--- config.mk ---
export PLATFORM = sky130hd
export DESIGN_NAME = hsl_to_rgb_converter_flat
export DESIGN_NICKNAME = d
export VERILOG_FILES = /design/src/design/hslrgb_pkg.sv /design/src/design/hslrgb_if.sv /design/src/design/hslrgb_hue_stage.sv /design/src/design/hslrgb_chroma.sv /design/src/design/hslrgb_mix.sv /design/src/design/hsl_to_rgb_converter.sv /design/src/flat_wrapper.sv
export SDC_FILE = /design/constraint.sdc
export NUM_CORES = 2
export LEC_CHECK = 0
export BUFFER_PORTS_ARGS = -buffer_cell sky130_fd_sc_hd__buf_2
export CAP_MARGIN = 30
export CORE_UTILIZATION = 40
export CTS_CLUSTER_SIZE = 8
export DETAILED_ROUTE_END_ITERATION = 10
export GPL_ROUTABILITY_DRIVEN = 0
export PLACE_DENSITY = 0.55
export SETUP_SLACK_MARGIN = 0.4
export SYNTH_ARGS = -nofsm -noshare
export SYNTH_HDL_FRONTEND = slang
export SYNTH_SLANG_ARGS = --single-unit
--- constraint.sdc ---
create_clock -name clk -period 9.5 [get_ports clk]
set_input_delay 0.475 -clock clk [delete_from_list [all_inputs] [get_ports clk]]
set_output_delay 0.475 -clock clk [all_outputs]
set_load 0.05 [all_outputs]
--- src/design/hslrgb_pkg.sv ---
// Package for the HSL to RGB converter: constants, hue sector codes and the
// beat structures passed between pipeline sections. No dependencies.

package hslrgb_pkg;

	localparam int PIX_W = 16;
	localparam int W_W = 12;
	localparam int QUO_W = 20;
	localparam int RECIP_W = 20;
	localparam int RECIP_SHIFT = 23;

	localparam logic [16:0] ONE_Q16 = 17'd65536;
	localparam logic [15:0] SECTOR_UNITS = 16'd3840;
	localparam logic [15:0] TURN_UNITS = 16'd23040;
	localparam logic [15:0] SAT_MAX = 16'hFFFF;
	localparam logic [RECIP_W-1:0] RECIP_15 = 20'd559241;

	typedef enum logic [2:0] {
		SEC_RED_YELLOW    = 3'd0,
		SEC_YELLOW_GREEN  = 3'd1,
		SEC_GREEN_CYAN    = 3'd2,
		SEC_CYAN_BLUE     = 3'd3,
		SEC_BLUE_MAGENTA  = 3'd4,
		SEC_MAGENTA_RED   = 3'd5
	} sector_t;

	typedef struct packed {
		logic            gray;
		sector_t         sector;
		logic [W_W-1:0]  w;
		logic [16:0]     t;
		logic [PIX_W-1:0] s;
		logic [PIX_W-1:0] l;
	} prep_beat_t;

	typedef struct packed {
		logic             gray;
		sector_t          sector;
		logic [PIX_W-1:0] c;
		logic [PIX_W-1:0] m;
		logic [QUO_W-1:0] q;
	} chroma_beat_t;

endpackage

--- src/design/hslrgb_if.sv ---
// Stream interfaces for HSL input beats and RGB result beats.
// Depends on hslrgb_pkg for the field width.

interface hsl_if;
	logic                          valid;
	logic                          ready;
	logic [hslrgb_pkg::PIX_W-1:0]  hue;
	logic [hslrgb_pkg::PIX_W-1:0]  saturation;
	logic [hslrgb_pkg::PIX_W-1:0]  lightness;

	modport source (output valid, hue, saturation, lightness, input ready);
	modport sink (input valid, hue, saturation, lightness, output ready);
endinterface

interface rgb_if;
	logic                          valid;
	logic                          ready;
	logic [hslrgb_pkg::PIX_W-1:0]  red;
	logic [hslrgb_pkg::PIX_W-1:0]  green;
	logic [hslrgb_pkg::PIX_W-1:0]  blue;

	modport source (output valid, red, green, blue, input ready);
	modport sink (input valid, red, green, blue, output ready);
endinterface

--- src/design/hslrgb_hue_stage.sv ---
// First pipeline stage: hue sector decode, sector weight and lightness tent.
// Depends on hslrgb_pkg and hsl_if.

module hslrgb_hue_stage (
	input  logic                    clk,
	input  logic                    arst_n,
	hsl_if.sink                     hsl,
	output hslrgb_pkg::prep_beat_t  prep,
	output logic                    prep_valid,
	input  logic                    prep_ready
);

	hslrgb_pkg::sector_t sec;
	logic [15:0] base;
	logic [15:0] offs;
	logic [hslrgb_pkg::W_W-1:0] w;
	logic gray;
	logic [16:0] two_l;
	logic [16:0] dev;
	logic [16:0] t;
	logic valid_s1;
	hslrgb_pkg::prep_beat_t beat_s1;

	always_comb begin
		gray = 1'b0;
		if (hsl.hue < hslrgb_pkg::SECTOR_UNITS) begin
			sec = hslrgb_pkg::SEC_RED_YELLOW;
			base = 16'd0;
		end else if (hsl.hue < 16'(2 * hslrgb_pkg::SECTOR_UNITS)) begin
			sec = hslrgb_pkg::SEC_YELLOW_GREEN;
			base = 16'(1 * hslrgb_pkg::SECTOR_UNITS);
		end else if (hsl.hue < 16'(3 * hslrgb_pkg::SECTOR_UNITS)) begin
			sec = hslrgb_pkg::SEC_GREEN_CYAN;
			base = 16'(2 * hslrgb_pkg::SECTOR_UNITS);
		end else if (hsl.hue < 16'(4 * hslrgb_pkg::SECTOR_UNITS)) begin
			sec = hslrgb_pkg::SEC_CYAN_BLUE;
			base = 16'(3 * hslrgb_pkg::SECTOR_UNITS);
		end else if (hsl.hue < 16'(5 * hslrgb_pkg::SECTOR_UNITS)) begin
			sec = hslrgb_pkg::SEC_BLUE_MAGENTA;
			base = 16'(4 * hslrgb_pkg::SECTOR_UNITS);
		end else if (hsl.hue < hslrgb_pkg::TURN_UNITS) begin
			sec = hslrgb_pkg::SEC_MAGENTA_RED;
			base = 16'(5 * hslrgb_pkg::SECTOR_UNITS);
		end else begin
			sec = hslrgb_pkg::SEC_RED_YELLOW;
			base = hsl.hue;
			gray = 1'b1;
		end
		offs = hsl.hue - base;
		// Rising edge in even sectors, falling edge in odd ones.
		if (sec[0]) begin
			w = hslrgb_pkg::W_W'(hslrgb_pkg::SECTOR_UNITS - offs);
		end else begin
			w = offs[hslrgb_pkg::W_W-1:0];
		end
		two_l = {hsl.lightness, 1'b0};
		if (two_l[16]) begin
			dev = two_l - hslrgb_pkg::ONE_Q16;
		end else begin
			dev = hslrgb_pkg::ONE_Q16 - two_l;
		end
		t = hslrgb_pkg::ONE_Q16 - dev;
	end

	assign hsl.ready = !valid_s1 || prep_ready;

	always_ff @(posedge clk or negedge arst_n) begin
		if (!arst_n) begin
			valid_s1 <= 1'b0;
		end else if (hsl.ready) begin
			valid_s1 <= hsl.valid;
		end
	end

	always_ff @(posedge clk) begin
		if (hsl.ready && hsl.valid) begin
			beat_s1.gray <= gray;
			beat_s1.sector <= sec;
			beat_s1.w <= w;
			beat_s1.t <= t;
			beat_s1.s <= hsl.saturation;
			beat_s1.l <= hsl.lightness;
		end
	end

	assign prep = beat_s1;
	assign prep_valid = valid_s1;

endmodule

--- src/design/hslrgb_chroma.sv ---
// Second and third pipeline stages: chroma, offset and the scaled product
// of chroma and sector weight. Depends on hslrgb_pkg.

module hslrgb_chroma (
	input  logic                      clk,
	input  logic                      arst_n,
	input  hslrgb_pkg::prep_beat_t    prep,
	input  logic                      prep_valid,
	output logic                      prep_ready,
	output hslrgb_pkg::chroma_beat_t  chroma,
	output logic                      chroma_valid,
	input  logic                      chroma_ready
);

	logic [32:0] ts_prod;
	logic valid_s2;
	logic gray_s2;
	hslrgb_pkg::sector_t sector_s2;
	logic [hslrgb_pkg::W_W-1:0] w_s2;
	logic [hslrgb_pkg::PIX_W-1:0] c_s2;
	logic [hslrgb_pkg::PIX_W-1:0] l_s2;
	logic ready_s2;

	logic [27:0] cw_prod;
	logic [hslrgb_pkg::PIX_W-1:0] half;
	logic [hslrgb_pkg::PIX_W-1:0] m;
	logic valid_s3;
	hslrgb_pkg::chroma_beat_t beat_s3;

	assign ts_prod = 33'(prep.t) * 33'(prep.s);
	assign prep_ready = !valid_s2 || ready_s2;

	always_ff @(posedge clk or negedge arst_n) begin
		if (!arst_n) begin
			valid_s2 <= 1'b0;
		end else if (prep_ready) begin
			valid_s2 <= prep_valid;
		end
	end

	always_ff @(posedge clk) begin
		if (prep_ready && prep_valid) begin
			gray_s2 <= prep.gray;
			sector_s2 <= prep.sector;
			w_s2 <= prep.w;
			c_s2 <= ts_prod[31:16];
			l_s2 <= prep.l;
		end
	end

	always_comb begin
		cw_prod = 28'(c_s2) * 28'(w_s2);
		half = c_s2 >> 1;
		if (l_s2 >= half) begin
			m = l_s2 - half;
		end else begin
			m = '0;
		end
	end

	assign ready_s2 = !valid_s3 || chroma_ready;

	always_ff @(posedge clk or negedge arst_n) begin
		if (!arst_n) begin
			valid_s3 <= 1'b0;
		end else if (ready_s2) begin
			valid_s3 <= valid_s2;
		end
	end

	// The division by 3840 starts here as a shift by 256; the factor 15 follows.
	always_ff @(posedge clk) begin
		if (ready_s2 && valid_s2) begin
			beat_s3.gray <= gray_s2;
			beat_s3.sector <= sector_s2;
			beat_s3.c <= c_s2;
			beat_s3.m <= m;
			beat_s3.q <= cw_prod[27:8];
		end
	end

	assign chroma = beat_s3;
	assign chroma_valid = valid_s3;

endmodule

--- src/design/hslrgb_mix.sv ---
// Fourth and fifth pipeline stages: division by fifteen through a reciprocal
// and the per-sector channel assignment. Depends on hslrgb_pkg and rgb_if.

module hslrgb_mix (
	input  logic                      clk,
	input  logic                      arst_n,
	input  hslrgb_pkg::chroma_beat_t  chroma,
	input  logic                      chroma_valid,
	output logic                      chroma_ready,
	rgb_if.source                     rgb
);

	logic [39:0] recip_prod;
	logic valid_s4;
	hslrgb_pkg::chroma_beat_t beat_s4;
	logic [hslrgb_pkg::PIX_W-1:0] x_s4;
	logic ready_s4;

	logic [16:0] cm_sum;
	logic [16:0] xm_sum;
	logic [hslrgb_pkg::PIX_W-1:0] cm;
	logic [hslrgb_pkg::PIX_W-1:0] xm;
	logic [hslrgb_pkg::PIX_W-1:0] mm;
	logic [hslrgb_pkg::PIX_W-1:0] r;
	logic [hslrgb_pkg::PIX_W-1:0] g;
	logic [hslrgb_pkg::PIX_W-1:0] b;
	logic valid_s5;
	logic [hslrgb_pkg::PIX_W-1:0] red_s5;
	logic [hslrgb_pkg::PIX_W-1:0] green_s5;
	logic [hslrgb_pkg::PIX_W-1:0] blue_s5;

	assign recip_prod = 40'(chroma.q) * 40'(hslrgb_pkg::RECIP_15);
	assign chroma_ready = !valid_s4 || ready_s4;

	always_ff @(posedge clk or negedge arst_n) begin
		if (!arst_n) begin
			valid_s4 <= 1'b0;
		end else if (chroma_ready) begin
			valid_s4 <= chroma_valid;
		end
	end

	always_ff @(posedge clk) begin
		if (chroma_ready && chroma_valid) begin
			beat_s4 <= chroma;
			x_s4 <= recip_prod[hslrgb_pkg::RECIP_SHIFT +: hslrgb_pkg::PIX_W];
		end
	end

	always_comb begin
		cm_sum = 17'(beat_s4.c) + 17'(beat_s4.m);
		xm_sum = 17'(x_s4) + 17'(beat_s4.m);
		cm = cm_sum[16] ? hslrgb_pkg::SAT_MAX : cm_sum[15:0];
		xm = xm_sum[16] ? hslrgb_pkg::SAT_MAX : xm_sum[15:0];
		mm = beat_s4.m;
		case (beat_s4.sector)
			hslrgb_pkg::SEC_RED_YELLOW: begin
				r = cm; g = xm; b = mm;
			end
			hslrgb_pkg::SEC_YELLOW_GREEN: begin
				r = xm; g = cm; b = mm;
			end
			hslrgb_pkg::SEC_GREEN_CYAN: begin
				r = mm; g = cm; b = xm;
			end
			hslrgb_pkg::SEC_CYAN_BLUE: begin
				r = mm; g = xm; b = cm;
			end
			hslrgb_pkg::SEC_BLUE_MAGENTA: begin
				r = xm; g = mm; b = cm;
			end
			default: begin
				r = cm; g = mm; b = xm;
			end
		endcase
		if (beat_s4.gray) begin
			r = mm; g = mm; b = mm;
		end
	end

	assign ready_s4 = !valid_s5 || rgb.ready;

	always_ff @(posedge clk or negedge arst_n) begin
		if (!arst_n) begin
			valid_s5 <= 1'b0;
		end else if (ready_s4) begin
			valid_s5 <= valid_s4;
		end
	end

	always_ff @(posedge clk) begin
		if (ready_s4 && valid_s4) begin
			red_s5 <= r;
			green_s5 <= g;
			blue_s5 <= b;
		end
	end

	assign rgb.valid = valid_s5;
	assign rgb.red = red_s5;
	assign rgb.green = green_s5;
	assign rgb.blue = blue_s5;

endmodule

--- src/design/hsl_to_rgb_converter.sv ---
// Converts one HSL pixel to one RGB pixel per clock cycle while the output is not stalled.
// Top level of the converter; depends on hslrgb_pkg, hslrgb_if and the stage modules.

// The converter is a five-stage pipeline that takes one pixel in every clock
// cycle while the output is not stalled. Hue is in units of 1/64 degree;
// saturation, lightness and the three outputs are unsigned Q0.16 fractions,
// and any hue of 360 degrees or more gives a grey pixel. The stages hold the
// sector decode, the chroma multiply, the product of chroma and sector weight,
// the reciprocal multiply that divides by fifteen, and the channel
// assignment. Each stage holds its beat while the next one is full, so
// backpressure on the output stalls the pipeline without losing or repeating
// a pixel, and empty stages keep taking new beats.

module hsl_to_rgb_converter (
	input  logic  clk,
	input  logic  arst_n,
	hsl_if.sink   hsl,
	rgb_if.source rgb
);

	hslrgb_pkg::prep_beat_t prep;
	logic prep_valid;
	logic prep_ready;
	hslrgb_pkg::chroma_beat_t chroma;
	logic chroma_valid;
	logic chroma_ready;

	hslrgb_hue_stage u_hue_stage (
		.clk        (clk),
		.arst_n     (arst_n),
		.hsl        (hsl),
		.prep       (prep),
		.prep_valid (prep_valid),
		.prep_ready (prep_ready)
	);

	hslrgb_chroma u_chroma (
		.clk          (clk),
		.arst_n       (arst_n),
		.prep         (prep),
		.prep_valid   (prep_valid),
		.prep_ready   (prep_ready),
		.chroma       (chroma),
		.chroma_valid (chroma_valid),
		.chroma_ready (chroma_ready)
	);

	hslrgb_mix u_mix (
		.clk          (clk),
		.arst_n       (arst_n),
		.chroma       (chroma),
		.chroma_valid (chroma_valid),
		.chroma_ready (chroma_ready),
		.rgb          (rgb)
	);

endmodule

--- src/flat_wrapper.sv ---
// flat-port wrapper written by rule: the top's interface ports become plain ports
module hsl_to_rgb_converter_flat 
  (clk, arst_n, hsl_valid, hsl_hue, hsl_saturation, hsl_lightness, hsl_ready, rgb_valid, rgb_red, rgb_green, rgb_blue, rgb_ready);
  hsl_if hsl_i ();
  rgb_if rgb_i ();
  input  logic clk;
  input  logic arst_n;
  input wire logic [$bits(hsl_i.valid)-1:0] hsl_valid;
  input wire logic [$bits(hsl_i.hue)-1:0] hsl_hue;
  input wire logic [$bits(hsl_i.saturation)-1:0] hsl_saturation;
  input wire logic [$bits(hsl_i.lightness)-1:0] hsl_lightness;
  output wire logic [$bits(hsl_i.ready)-1:0] hsl_ready;
  output wire logic [$bits(rgb_i.valid)-1:0] rgb_valid;
  output wire logic [$bits(rgb_i.red)-1:0] rgb_red;
  output wire logic [$bits(rgb_i.green)-1:0] rgb_green;
  output wire logic [$bits(rgb_i.blue)-1:0] rgb_blue;
  input wire logic [$bits(rgb_i.ready)-1:0] rgb_ready;
  assign hsl_i.valid = hsl_valid;
  assign hsl_i.hue = hsl_hue;
  assign hsl_i.saturation = hsl_saturation;
  assign hsl_i.lightness = hsl_lightness;
  assign hsl_ready = hsl_i.ready;
  assign rgb_valid = rgb_i.valid;
  assign rgb_red = rgb_i.red;
  assign rgb_green = rgb_i.green;
  assign rgb_blue = rgb_i.blue;
  assign rgb_i.ready = rgb_ready;
  hsl_to_rgb_converter u_core (.clk(clk), .arst_n(arst_n), .hsl(hsl_i), .rgb(rgb_i));
endmodule
; Yosys cells after proc, flatten, opt, wreduce, memory -nomap -nowiden
; Cells that the tools add are included.
[word_totals]
regBits = 274
wordCells = 101
out_inout_bits = 50
[classes]
reduce_logical = 25
n_eq_ne = 4
n_lt_le_gt_ge = 7
n_mul = 3
mux = 23
addsub = 8
[op_table]
columns = cell, n
row1 = $pmux W16 S2, 3
row2 = $mux W12, 7
row3 = $mux W16, 5
row4 = $mul A20 B20 Y39 const B, 1
row5 = $add A16 B16 Y17, 2
row6 = $sub A17 B17 Y17 const A, 2
row7 = $lt A16 B14 Y1 const B, 2
row8 = $lt A16 B15 Y1 const B, 2
row9 = $mul A17 B16 Y32, 1
row10 = $mul A16 B12 Y28, 1
row11 = $mux W17, 1
row12 = $sub A17 B17 Y17 const B, 1
row13 = $ge A16 B15 Y1, 1
row14 = $lt A16 B12 Y1 const B, 1
row15 = $lt A16 B13 Y1 const B, 1
row16 = $sub A16 B15 Y16, 1
row17 = $reduce_or A2 Y1, 7
row18 = $sub A12 B12 Y12, 1
row19 = $sub A12 B12 Y12 const A, 1
row20 = $eq A3 B2 Y1 const B, 2
row21 = $mux W3, 2
row22 = $logic_and A1 B1 Y1, 5
row23 = $logic_not A1 Y1, 5
row24 = $logic_or A1 B1 Y1, 5
row25 = 7 further kinds, 10

; Depth between registers and ports, before layout
[logic_depth]
depth_word = 10
mapped_depth = 24

; Modules after synthesis
; A second synthesis with hierarchy kept.
[hier_totals]
cells_unflattened = 3187
area_unflattened_um2 = 31664.1
[modules_own_cells]
columns = module, n_inst, seq_area_each_um2, cells_per_inst, area_each_um2
row1 = hslrgb_chroma, 1, 3173.0, 1946, 18587.8
row2 = hslrgb_mix, 1, 3052.9, 933, 9522.9
row3 = hslrgb_hue_stage, 1, 1916.8, 308, 3553.4

; Worst setup path before layout
; OpenSTA, ideal clock, no wires.
[synth_path]
path_type = register to register
start = reg u_core.u_hue_stage.beat_s1 (netlist bit u_core.u_hue_stage.prep[22])
end = reg u_core.u_chroma.c_s2[8] in the netlist's numbering, data pin
path_stages_with_launch = 22
setup_slack_ps = 3453
t_arrival_ps = 5787
cell_sequence = edfxtp_1 clkbuf_1 and2_1 fa_1 inv_1 fa_1 fa_1 inv_1 fa_1 fa_1 inv_1 fa_1 inv_1 ha_1 o21a_1 a21oi_1 a21boi_0 a21oi_1 o21bai_1 a221o_1 a21oi_1 xnor2_1
[synth_via]
elab_chain_cells = 1
[synth_rtl]
columns = item, line_no
row1 = from (decl), hslrgb_hue_stage.sv:22  ; hslrgb_pkg::prep_beat_t beat_s1;
row2 = $mul A17 B16 Y32, hslrgb_chroma.sv:30  ; assign ts_prod = 33'(prep.t) * 33'(prep.s);
row3 = via u_core.u_chroma.ts_prod[24], hslrgb_chroma.sv:15  ; logic [32:0] ts_prod;
row4 = to (signal assigned), hslrgb_chroma.sv:46  ; c_s2 <= ts_prod[31:16];
row5 = to (decl), hslrgb_chroma.sv:20  ; logic [hslrgb_pkg::PIX_W-1:0] c_s2;
; The timed path passes the listed nets, and every way through them passes these cells.
; A chain may end at the register's enable or synchronous reset.

; Worst setup path after layout
[layout_path]
start = reg u_core.u_hue_stage.beat_s1 (netlist bit u_core.u_hue_stage.prep[40])
end = reg u_core.u_chroma.c_s2[15] in the netlist's numbering, data pin
; Same word-level chain as after synthesis.

==> out/results.ini <==
[hold_path]
hp-class=in2reg
hold_depth=1
worstHoldStart=hsl_saturation[15]
min_to=u_core.u_hue_stage.prep[31]

[floorplanning]
num_rows=101
initial_core_util_pct=40.4
num_io_pins=102
dieArea_um2=77800
coreArea_um2=75900
die_height_um=279
die_w_um=279

[routing]
drc_errors=0
viasPerCell=5.15
wl_met2_um=35300
highest_layer=met4
wire_per_inst_um=17.4
via_count=21800
drt_iter0_markers=1482
dr_wl_met3_um=3750
drtPass1Iterations=5
antenna_left=0
met1_length_um=33000
wl_um=73500

[yosys]
synth_fa_ha_area_share_pct=38.5
synth_top_family_by_area=adder cells
synthXorXnorAreaFrac_pct=3.77
synth_cell_types=80
synth_mux_area_share_pct=0.306
yosys-top-cells-count=inv_1, nand2_1, fa_1
synth_edf_count=267
synthTopCellsByArea=edfxtp_1, fa_1, ha_1
synthSimpleGateAreaFrac_pct=14.1
synth_area_leader_cell=edfxtp_1
avgSynthCellArea_um2=9.85
synth_compound_gate_area_share_pct=8.92
synthDominantCellAreaShare_pct=26.1
synthArstFlopShare_pct=1.84
yosysSeqAreaShare_pct=26.6
synth-seq-cells=272
syn-num-nets=3886
synthCells=3112
synth-main-ff-cell=edfxtp_1
yosysWarningCount=0
yosysMostFrequentCell=inv_1
syn_area_um2=30700

[grt]
overflow=0
grt_usage_pct=19.3
grt_pass1_wl_um=120000
grt_pass1_vias=22700
grt_antenna_before_repair=0
grt_max_degree=64

[finish]
drive_gt1_share_pct=5.72
syn_to_final_growth_pct=9.04
antennaDiodeCount=0
num-nets-final=3950

[timing]
finalSetupViolations=0
timing.final.ws_setup_ps=2760
fin_crit_sh_pct=70.9
skew_ps=35.1
drv_slew=0
worst_pin_slew_ps=1010
setup_tns_ps=0
slew_headroom_pct=32.2
max_freq_mhz=148
hold_violations=0
rsz0062_at_grt=no
period_needed_ps=6740

[setup_path]
reg2reg_depth=21
startpoint=u_core.u_hue_stage.prep[40]
cp.required_ps=9800
rrSetupSlack_ps=2760
r2r_end=u_core.u_chroma.c_s2[15]
critPathMaxFanout=16
crit_path_end_kind=flop
startpoint_type=flop
crit_arrival_ps=7030
reg2reg_from=u_core.u_hue_stage.prep[40]
worstSetupPathType=reg2reg

[clocking]
hold_buffers=1
cts_sinks=272
numCtsBuffers=41
post-cts-setup-buffers=0
cts-root-buf=clkbuf_16
ctsHtreeMaxLevel=2
ctsResizeCount=0
path_clk_slew_ps=60
clk_latency_ps=570
tritoncts=done
clock_path_buffers=3

[placement]
dpl_worst_slack_ps=2740
port_buffers=101
place_hpwl_um=58500

[run]
cap_violations=0

[status]
status=completed

==> logic make-up (layout without fill, tap and decap cells) <==
family / after synthesis / after routing
compound gates: 409 / 409
flops: 272 / 272
mux: 9 / 9
simple gates: 925 / 925
fa+ha+maj: 722 / 722
buf+inv: 643 / 728
xor+xnor: 132 / 132
==> how the worst max path moves through the flow <==
stage	endpoint	slack, ps	depth (start not counted)
2_1_floorplan	u_core.u_chroma.c_s2[8]	3450	21
3_3_place_gp	u_core.u_chroma.c_s2[15]	2890	20
3_5_place_dp	u_core.u_chroma.c_s2[15]	2740	21
4_1_cts	u_core.u_chroma.c_s2[15]	2710	21
5_1_grt	u_core.u_chroma.c_s2[15]	2400	21
6_report	u_core.u_chroma.c_s2[15]	2760	21
==> critical path: stages (launching register included) <==
cell       delay, ps
edfxtp_1         640
and2_1           270
fa_1             530
inv_1             60
fa_1             490
fa_1             520
inv_1             60
fa_1             470
fa_1             550
inv_1             60
fa_1             530
inv_1             40
ha_1             300
nand2_1          100
nor3_1            60
a22oi_1          210
a21boi_0         150
a21oi_1          460
o2bb2ai_1        120
a211oi_1         510
mux2i_1          240
nand4_1           90
==> layout by cell type (no fill, tap or decap), types with 23 or more instances in the layout <==
cell | synthesis | routed
inv_1 | 548 | 548
nand2_1 | 391 | 391
fa_1 | 369 | 369
ha_1 | 353 | 353
edfxtp_1 | 267 | 267
nor2_1 | 179 | 179
and2_1 | 180 | 176
a21oi_1 | 110 | 110
buf_2 | 4 | 101
xnor2_1 | 85 | 85
o21ai_0 | 59 | 59
nor3_1 | 48 | 48
xor2_1 | 47 | 47
clkbuf_16 | 0 | 41
a21o_1 | 38 | 38
nand3_1 | 27 | 27
o21a_1 | 23 | 23
==> cell type report <==
| type | instances | area (um^2) |
|---|---|---|
| tap | 1030 | 1290 |
| multi-input combinational | 2197 | 20100 |
| timing repair buffer | 114 | 618 |
| sequential | 272 | 8140 |
| fill | 7269 | 42500 |
| clock inverter | 7 | 120 |
| clock buffer | 57 | 1090 |
| inverter | 550 | 2060 |
==> state kept, by name, summed over array words and instances, names as in the netlist, 3 cells and up <==
register / flops
u_core.u_hue_stage.prep: 63
u_core.u_chroma.chroma: 56
u_core.u_mix.beat_s4: 20
u_core.u_chroma.c_s2: 16
u_core.u_chroma.l_s2: 16
u_core.u_mix.mm: 16
u_core.u_mix.rgb.blue: 16
u_core.u_mix.rgb.green: 16
u_core.u_mix.rgb.red: 16
u_core.u_mix.x_s4: 16
u_core.u_chroma.w_s2: 12
u_core.u_chroma.sector_s2: 3
==> layer usage <==
| metal | up-vias | global-route usage (%) |
|---|---|---|
| met4 | 0 | 4.61 |
| met3 | 96 | 2.43 |
| met5 | - | 0 |
| met2 | 618 | 32.9 |
| li1 | 10300 | - |
| met1 | 10800 | 25.9 |
==> through the flow <==
step,instance area [um^2],hold WS [ps],std cells,utilization (%)
4_1_cts,33400,58.0,4227,44.0
3_5_place_dp,32200,297,4162,42.4
2_1_floorplan,30700,179,3112,-
6_report,33400,89.7,4227,44.0
3_3_place_gp,32200,292,4161,42.4
5_1_grt,33400,60.4,4227,44.0
Power is not shown: default switching activity piles up to over one toggle a cycle in this logic, so the estimate is an artifact.
